<file path="config.mk">
export PLATFORM = sky130hd
export DESIGN_NAME = arq_window_retransmit_table_core
export DESIGN_NICKNAME = d
export VERILOG_FILES = /design/src/arqw_pkg.sv /design/src/arqw_cell.sv /design/src/arq_window_retransmit_table_core.sv
export SDC_FILE = /design/constraint.sdc
export NUM_CORES = 2
export LEC_CHECK = 0
export BUFFER_PORTS_ARGS = -buffer_cell sky130_fd_sc_hd__buf_2
export CAP_MARGIN = 15
export CORE_ASPECT_RATIO = 1.75
export CORE_MARGIN = 1.5
export CORE_UTILIZATION = 38
export CTS_BUF_LIST = sky130_fd_sc_hd__clkbuf_2
export CTS_CLUSTER_DIAMETER = 200
export DETAILED_ROUTE_END_ITERATION = 6
export SLEW_MARGIN = 20
export SYNTH_ARGS = -nofsm -noshare
export SYNTH_HDL_FRONTEND = slang
export SYNTH_HIERARCHICAL = 1
export SYNTH_SLANG_ARGS = --single-unit
</file>
<file path="constraint.sdc">
create_clock -name clk -period 53.6 [get_ports clk]
set_input_delay 10.72 -clock clk [delete_from_list [all_inputs] [get_ports clk]]
set_output_delay 10.72 -clock clk [all_outputs]
set_load 0.02 [all_outputs]
</file>
<file path="src/arqw_pkg.sv">
// Shared types and constants for the ARQ window retransmit table.
`default_nettype none
package arqw_pkg;
	localparam int TABLE_ENTRIES = 16;
	localparam int IDX_W = $clog2(TABLE_ENTRIES);
	localparam int MAX_RESULTS = 16;
	localparam int NRES_W = $clog2(MAX_RESULTS + 1);

	localparam logic [1:0] OP_SEND = 2'd0;
	localparam logic [1:0] OP_ACK = 2'd1;
	localparam logic [1:0] OP_TICK = 2'd2;

	localparam logic [3:0] EV_SENT = 4'd0;
	localparam logic [3:0] EV_WIN_FULL = 4'd1;
	localparam logic [3:0] EV_UNTRACKED = 4'd2;
	localparam logic [3:0] EV_RESEND = 4'd3;
	localparam logic [3:0] EV_GAVE_UP = 4'd4;
	localparam logic [3:0] EV_ACK_OK = 4'd5;
	localparam logic [3:0] EV_ACK_LATE = 4'd6;
	localparam logic [3:0] EV_ACK_NONE = 4'd7;
	localparam logic [3:0] EV_IDLE = 4'd8;

	localparam logic [1:0] REG_WINDOW = 2'd0;
	localparam logic [1:0] REG_TIMEOUT = 2'd1;
	localparam logic [1:0] REG_RETRIES = 2'd2;

	typedef struct packed {
		logic        valid;
		logic        sender;
		logic        receiver;
		logic [31:0] seq;
		logic [31:0] deadline;
		logic [2:0]  retries;
	} entry_t;

	typedef struct packed {
		logic [3:0]  ev;
		logic        sender;
		logic        receiver;
		logic [31:0] seq;
	} result_t;
endpackage
`default_nettype wire

</file>
<file path="src/arqw_cell.sv">
// One table slot of the rotating retransmit ring.
`default_nettype none
module arqw_cell import arqw_pkg::*; (
	input  wire    clk,
	input  wire    arst_n,
	input  wire    shift,
	input  entry_t d,
	output entry_t q
);
	logic valid_q;
	entry_t data_q;

	always_ff @(posedge clk or negedge arst_n) begin
		if (!arst_n) begin
			valid_q <= 1'b0;
		end else if (shift) begin
			valid_q <= d.valid;
		end
	end

	always_ff @(posedge clk) begin
		if (shift) begin
			data_q <= d;
		end
	end

	always_comb begin
		q = data_q;
		q.valid = valid_q;
	end
endmodule
`default_nettype wire

</file>
<file path="src/arq_window_retransmit_table_core.sv">
// Top level: ARQ sliding-window retransmit tracker built on a ring of slot cells.
// Every accepted send, every ack and every tick rotates the ring once, one slot per cycle
// at the head cell; a flush state then emits the final result.
// A refused send goes straight to the flush; operation 3 is taken with no result.
// Output stalls hold the ring. arst_n clears the slot valid bits, sequence counters,
// the time counter and the registers (window 4, timeout 200, retries 4).
`default_nettype none
module arq_window_retransmit_table_core import arqw_pkg::*; (
	input  wire         clk,
	input  wire         arst_n,
	input  wire         s_tvalid,
	output logic        s_tready,
	input  wire  [39:0] s_tdata,   // sender, receiver, ack_seq[31:0], zero fill
	input  wire  [1:0]  s_tuser,   // operation
	output logic        m_tvalid,
	input  wire         m_tready,
	output logic [39:0] m_tdata,   // out_sender, out_receiver, out_seq[31:0], zero fill
	output logic [3:0]  m_tuser,   // event_res
	output logic        m_tlast,
	input  wire         cfg_we,
	input  wire  [1:0]  cfg_idx,
	input  wire  [15:0] cfg_data
);
	typedef enum logic [2:0] {
		ST_IDLE  = 3'b001,
		ST_SCAN  = 3'b010,
		ST_FLUSH = 3'b100
	} state_t;

	state_t state_q;
	logic [4:0] window_q;
	logic [15:0] timeout_q;
	logic [2:0] retry_lim_q;
	logic [31:0] time_q;
	logic [31:0] next_seq_q [4];
	logic [31:0] base_seq_q [4];

	logic [1:0] op_q;
	logic s_q, r_q;
	logic [31:0] aseq_q;
	logic found_q;
	logic [IDX_W-1:0] cnt_q;
	logic [NRES_W-1:0] nres_q;
	logic pend_valid_q;
	result_t pend_q;
	logic out_valid_q;
	logic out_last_q;
	result_t out_q;

	entry_t cell_q [TABLE_ENTRIES];
	entry_t cell_d [TABLE_ENTRIES];
	entry_t head, head_next;
	logic hit_found, tick_res, on_time, out_free, step, res_emit;
	logic [31:0] ack_gap;
	result_t tick_r;

	logic in_s, in_r;
	logic [1:0] in_p;
	logic [31:0] in_seq;
	logic win_full;

	assign out_free = !out_valid_q || m_tready;
	assign step = (state_q == ST_SCAN) && out_free;
	assign s_tready = (state_q == ST_IDLE);
	assign res_emit = out_free && (state_q == ST_FLUSH
		|| (state_q == ST_SCAN && tick_res && pend_valid_q));

	assign in_s = s_tdata[0];
	assign in_r = s_tdata[1];
	assign in_p = {in_s, in_r};
	assign in_seq = next_seq_q[in_p];
	assign win_full = (in_seq - base_seq_q[in_p]) >= {27'd0, window_q};

	genvar gi;
	generate
		for (gi = 0; gi < TABLE_ENTRIES; gi++) begin : g_cell
			if (gi == TABLE_ENTRIES - 1) begin : g_tail
				assign cell_d[gi] = head_next;
			end else begin : g_mid
				assign cell_d[gi] = cell_q[gi+1];
			end
			arqw_cell u_cell (
				.clk    (clk),
				.arst_n (arst_n),
				.shift  (step),
				.d      (cell_d[gi]),
				.q      (cell_q[gi])
			);
		end
	endgenerate

	assign head = cell_q[0];
	assign ack_gap = head.deadline - time_q;
	assign on_time = !ack_gap[31];
	always_comb begin
		logic [31:0] late;
		late = head.deadline - time_q;
		head_next = head;
		hit_found = 1'b0;
		tick_res = 1'b0;
		tick_r = '{ev: EV_RESEND, sender: head.sender, receiver: head.receiver, seq: head.seq};
		unique case (op_q)
			OP_SEND: begin
				if (!found_q && !head.valid) begin
					head_next = '{valid: 1'b1, sender: s_q, receiver: r_q,
						seq: pend_q.seq, deadline: time_q + {16'd0, timeout_q}, retries: 3'd0};
					hit_found = 1'b1;
				end
			end
			OP_ACK: begin
				if (!found_q && head.valid && head.sender == s_q && head.receiver == r_q
					&& head.seq == aseq_q) begin
					head_next.valid = 1'b0;
					hit_found = 1'b1;
				end
			end
			OP_TICK: begin
				late = time_q - head.deadline;
				if (nres_q < NRES_W'(MAX_RESULTS) && head.valid && !late[31]) begin
					tick_res = 1'b1;
					if (head.retries < retry_lim_q) begin
						head_next.deadline = time_q + {16'd0, timeout_q};
						head_next.retries = head.retries + 3'd1;
					end else begin
						head_next.valid = 1'b0;
						tick_r.ev = EV_GAVE_UP;
					end
				end
			end
			default: ;
		endcase
	end

	always_ff @(posedge clk or negedge arst_n) begin
		if (!arst_n) begin
			window_q <= 5'd4;
			timeout_q <= 16'd200;
			retry_lim_q <= 3'd4;
		end else if (cfg_we) begin
			unique case (cfg_idx)
				REG_WINDOW:  window_q <= cfg_data[4:0];
				REG_TIMEOUT: timeout_q <= cfg_data;
				REG_RETRIES: retry_lim_q <= cfg_data[2:0];
				default: ;
			endcase
		end
	end

	always_ff @(posedge clk or negedge arst_n) begin
		if (!arst_n) begin
			out_valid_q <= 1'b0;
		end else if (res_emit) begin
			out_valid_q <= 1'b1;
		end else if (m_tready) begin
			out_valid_q <= 1'b0;
		end
	end

	always_ff @(posedge clk or negedge arst_n) begin
		if (!arst_n) begin
			state_q <= ST_IDLE;
			time_q <= '0;
			for (int k = 0; k < 4; k++) begin
				next_seq_q[k] <= '0;
				base_seq_q[k] <= '0;
			end
			found_q <= 1'b0;
			cnt_q <= '0;
			nres_q <= '0;
			pend_valid_q <= 1'b0;
			out_last_q <= 1'b0;
		end else begin
			unique case (state_q)
				ST_IDLE: begin
					if (s_tvalid) begin
						found_q <= 1'b0;
						cnt_q <= '0;
						nres_q <= '0;
						unique case (s_tuser)
							OP_SEND: begin
								pend_valid_q <= 1'b1;
								if (win_full) begin
									state_q <= ST_FLUSH;
								end else begin
									next_seq_q[in_p] <= in_seq + 32'd1;
									state_q <= ST_SCAN;
								end
							end
							OP_ACK: begin
								pend_valid_q <= 1'b1;
								state_q <= ST_SCAN;
							end
							OP_TICK: begin
								pend_valid_q <= 1'b0;
								time_q <= time_q + 32'd1;
								state_q <= ST_SCAN;
							end
							default: ;
						endcase
					end
				end
				ST_SCAN: begin
					if (out_free) begin
						if (hit_found) begin
							found_q <= 1'b1;
							if (op_q == OP_ACK) begin
								base_seq_q[{s_q, r_q}] <= aseq_q + 32'd1;
							end
						end
						if (tick_res) begin
							if (pend_valid_q) begin
								out_last_q <= 1'b0;
							end
							pend_valid_q <= 1'b1;
							nres_q <= nres_q + NRES_W'(1);
						end
						if (cnt_q == IDX_W'(TABLE_ENTRIES - 1)) begin
							state_q <= ST_FLUSH;
						end else begin
							cnt_q <= cnt_q + IDX_W'(1);
						end
					end
				end
				ST_FLUSH: begin
					if (out_free) begin
						out_last_q <= 1'b1;
						pend_valid_q <= 1'b0;
						state_q <= ST_IDLE;
					end
				end
				default: state_q <= ST_IDLE;
			endcase
		end
	end

	always_ff @(posedge clk) begin
		unique case (state_q)
			ST_IDLE: begin
				if (s_tvalid) begin
					op_q <= s_tuser;
					s_q <= in_s;
					r_q <= in_r;
					aseq_q <= s_tdata[33:2];
					pend_q.sender <= in_s;
					pend_q.receiver <= in_r;
					if (s_tuser == OP_ACK) begin
						pend_q.ev <= EV_ACK_NONE;
						pend_q.seq <= s_tdata[33:2];
					end else begin
						pend_q.ev <= win_full ? EV_WIN_FULL : EV_UNTRACKED;
						pend_q.seq <= in_seq;
					end
				end
			end
			ST_SCAN: begin
				if (out_free) begin
					if (hit_found) begin
						if (op_q == OP_SEND) begin
							pend_q.ev <= EV_SENT;
						end else begin
							pend_q.ev <= on_time ? EV_ACK_OK : EV_ACK_LATE;
						end
					end
					if (tick_res) begin
						out_q <= pend_q;
						pend_q <= tick_r;
					end
				end
			end
			ST_FLUSH: begin
				if (out_free) begin
					out_q <= pend_valid_q ? pend_q
						: '{ev: EV_IDLE, sender: 1'b0, receiver: 1'b0, seq: 32'd0};
				end
			end
			default: ;
		endcase
	end

	assign m_tvalid = out_valid_q;
	assign m_tuser = out_q.ev;
	assign m_tdata = {6'd0, out_q.seq, out_q.receiver, out_q.sender};
	assign m_tlast = out_last_q;

`ifndef SYNTHESIS
	a_state_onehot: assert property (@(posedge clk) disable iff (!arst_n)
		$onehot(state_q)) else $error("state not one-hot");
	a_idle_no_pending: assert property (@(posedge clk) disable iff (!arst_n)
		state_q == ST_IDLE |-> !pend_valid_q) else $error("pending result left in idle");
	a_result_cap: assert property (@(posedge clk) disable iff (!arst_n)
		nres_q <= NRES_W'(MAX_RESULTS)) else $error("too many tick results");
	a_flush_last: assert property (@(posedge clk) disable iff (!arst_n)
		state_q == ST_FLUSH && out_free |=> out_valid_q && out_last_q)
		else $error("flush did not emit final result");
`endif
endmodule
`default_nettype wire
</file>
==> metrics.yaml <==
outcome:
  status: "finished, violations left"
  violations: "DRC"
place:
  hpwl_um: 75900
  port_buffers: 99
  preCtsSetupSlack_ns: 35.37
  place_congestion: 0.849
sta:
  worst_pin_slew_ns: 1.14
  worst_slack_ns: 37.02
  skew_ns: 0.203
  slew_headroom_pct: 23.1
  grt_setup_unrepaired: "no"
  setup-tns-final_ns: 0
  finalCriticalPeriod_ns: 16.58
  finalSetupViolCount: 0
  timing.fmax_ghz: 0.0603
  hold_violations: 0
  min_period_over_period_pct: 30.9
  slew_viol_final: 0
routing:
  drtAntennaViolNets: 0
  drtIter0Drc: 1906
  wl_um: 121000
  drc_errors: 10
  dr.pass1.iters: 7
  avgViaCountPerCell: 4.89
  wire_per_inst_um: 19.2
  num_vias: 30900
synthesis:
  yosysWarningCount: 6
  synth_seq_area_share_pct: 75.9
  synth_ff_type: "edfxtp_1"
  synth-seq-cells: 1559
  avgSynthCellArea_sq_um: 16.4
  async_flop_share_pct: 22.1
  synth_area_sq_um: 59500
  synth_edf_count: 1215
  synthCells: 3619
  yosysUniqueCellTypes: 80
die:
  core_area_sq_um: 155000
  fp.dieH_um: 526
  die_w_um: 302
  die-area_sq_um: 159000
  start_util_pct: 38.3
  ioPinCount: 112
  rows: 191
clock_tree:
  cts_tree: "built"
  htree_levels: 5
  path_clk_slew_ns: 0.10
  clockBufferDepth: 4
  cts.sinks: 1559
  post-cts-setup-buffer-count: 0
  clock-root-buffer: "clkbuf_2"
  cts_inserted_buffers: 368
  cts-resized-gates: 0
  clock_latency_ns: 1.66
  cts_hold_buffers: 0
layout:
  seq_area_sq_um: 45100
  layout_common_cells: "edfxtp_1, clkbuf_2, nand2_1, dfrtp_1, o21ai_0"
  fin_nets: 4189
  multi_input_area_sq_um: 13300
  drive_above_1_share_pct: 22.4
  layout_commonest_cell: "edfxtp_1"
  syn_to_final_growth_pct: 10.3
  n_fill_cell: 14000
grt:
  track_usage_pct: 15.5
  grt_pass1_vias: 32300
  grt_max_degree: 185
  antenna_found_initial: 10
  grt_pass1_wl_um: 189000
  overflow: 0
hold_path:
  hp-class: "register to register"
  min_path_cells: 0
worst_setup_path:
  critPathMaxFanout: 34
  ff2ff_path_depth: 13
  required_ns: 55.03
  cp-end-kind: "register"
  r2r_slack_ns: 47.01
  arrival_ns: 18.00
  cp-start-kind: "input port"
  path_class: "input port to register"
power:
  p_per_area_nw_per_um2: 39.8
  irDropWorstVdd_mv: 0.0333
  p_leak_nw: 24.8
run:
  drv_cap: 0
[metal layers]
metal	track usage [%]	share of wire [%]
met1	19.6	42
met2	24.9	49
met3	4.21	5.2
met4	6.91	3.6
met5	0	0.059
[cell type report]
type                       count  share of cell area (%)
tap                         2026                    3.87
sequential                  1559                    68.8
clock inverter                89                   0.634
clock buffer                 558                    4.26
inverter                     128                   0.733
antenna                        9                  0.0344
multi-input combinational   1799                    20.3
timing repair buffer         143                    1.37
[kinds of logic after synthesis]
kind of cell | synth area share [%]
adders and majority gates | 2.66
DFF | 75.9
AOI/OAI and AO/OA | 4.63
other | 0.00631
buffers and inverters | 1.91
xor gates and xnor gates | 2.40
and+or+nand+nor | 6.13
muxes | 6.41
[cells in the mapped netlist (all sizes together), types with 17 or more instances]
cell type / number / area share [%]
nor3: 28 / 0.24
mux2: 174 / 3.4
clkbuf: 91 / 0.57
buf: 47 / 0.53
o211ai: 17 / 0.21
xnor2: 115 / 1.7
a21o: 51 / 0.64
ha: 123 / 2.6
nand4: 36 / 0.38
mux4: 63 / 2.4
a21oi: 75 / 0.64
nand2b: 20 / 0.21
mux2i: 37 / 0.62
inv: 127 / 0.80
o21ai: 223 / 1.9
nor2b: 50 / 0.53
dfrtp: 338 / 14
nor2: 123 / 0.78
xor2: 47 / 0.69
nand2: 341 / 2.2
edfxtp: 1215 / 61
and3: 22 / 0.23
nand3: 92 / 0.77
[worst max-delay path, stage by stage]
cell	delay, ns
buf_4	0.63
buf_4	0.56
mux4_2	0.71
ha_1	0.49
a21oi_1	0.42
o211ai_1	0.20
a41oi_1	0.62
o22ai_1	0.20
a311oi_1	0.30
and4_1	0.29
nand4_1	0.10
or4_1	0.92
nor4_4	0.80
buf_4	0.53
mux2_2	0.39
[through the flow]
stage	util [%]	total power, mW	cell area (sq um)	hold slack, ns	cells
finish	42.3	2.61	65600	0.287	6311
CTS	42.2	2.66	65500	0.282	6301
global placement	40.2	1.89	62300	0.400	5654
floorplan	-	1.99	59500	0.400	3624
detailed placement	40.2	1.89	62300	0.405	5654
global route	42.3	2.75	65600	0.249	6310
[final timing paths]
path                                                        start                                end
worst max-delay path                                   s_tdata[1]        next_seq_q[119]$_DFFE_PN0P_
worst max register to register         next_seq_q[80]$_DFFE_PN0P_        next_seq_q[119]$_DFFE_PN0P_
worst min register to register  g_cell[15].u_cell/q[30]$_DFFE_PP_  g_cell[14].u_cell/q[30]$_DFFE_PP_
max in group asynchronous                                  arst_n        base_seq_q[109]$_DFFE_PN0P_
min in group asynchronous                                  arst_n          next_seq_q[6]$_DFFE_PN0P_
worst min-delay path            g_cell[15].u_cell/q[30]$_DFFE_PP_  g_cell[14].u_cell/q[30]$_DFFE_PP_
[state kept, by name, indices dropped and copies added, names as in the netlist, 5 cells and up]
signal                 flops
window_q                   5
timeout_q                 16
base_seq_q               128
next_seq_q               128
nres_q                     5
aseq_q                    32
pend_q                    37
m_tdata                   34
g_cell.u_cell/valid_q     16
g_cell.u_cell/q         1104
time_q                    32
[power by group]
| group | leakage, nW | internal, mW | switching [mW] |
|---|---|---|---|
| combinational | 6.54 | 0.0828 | 0.208 |
| sequential | 15.7 | 1.51 | 0.0618 |
| clock | 2.53 | 0.285 | 0.459 |
| total | 24.8 | 1.88 | 0.730 |
Power figures use the tool's default switching activity.
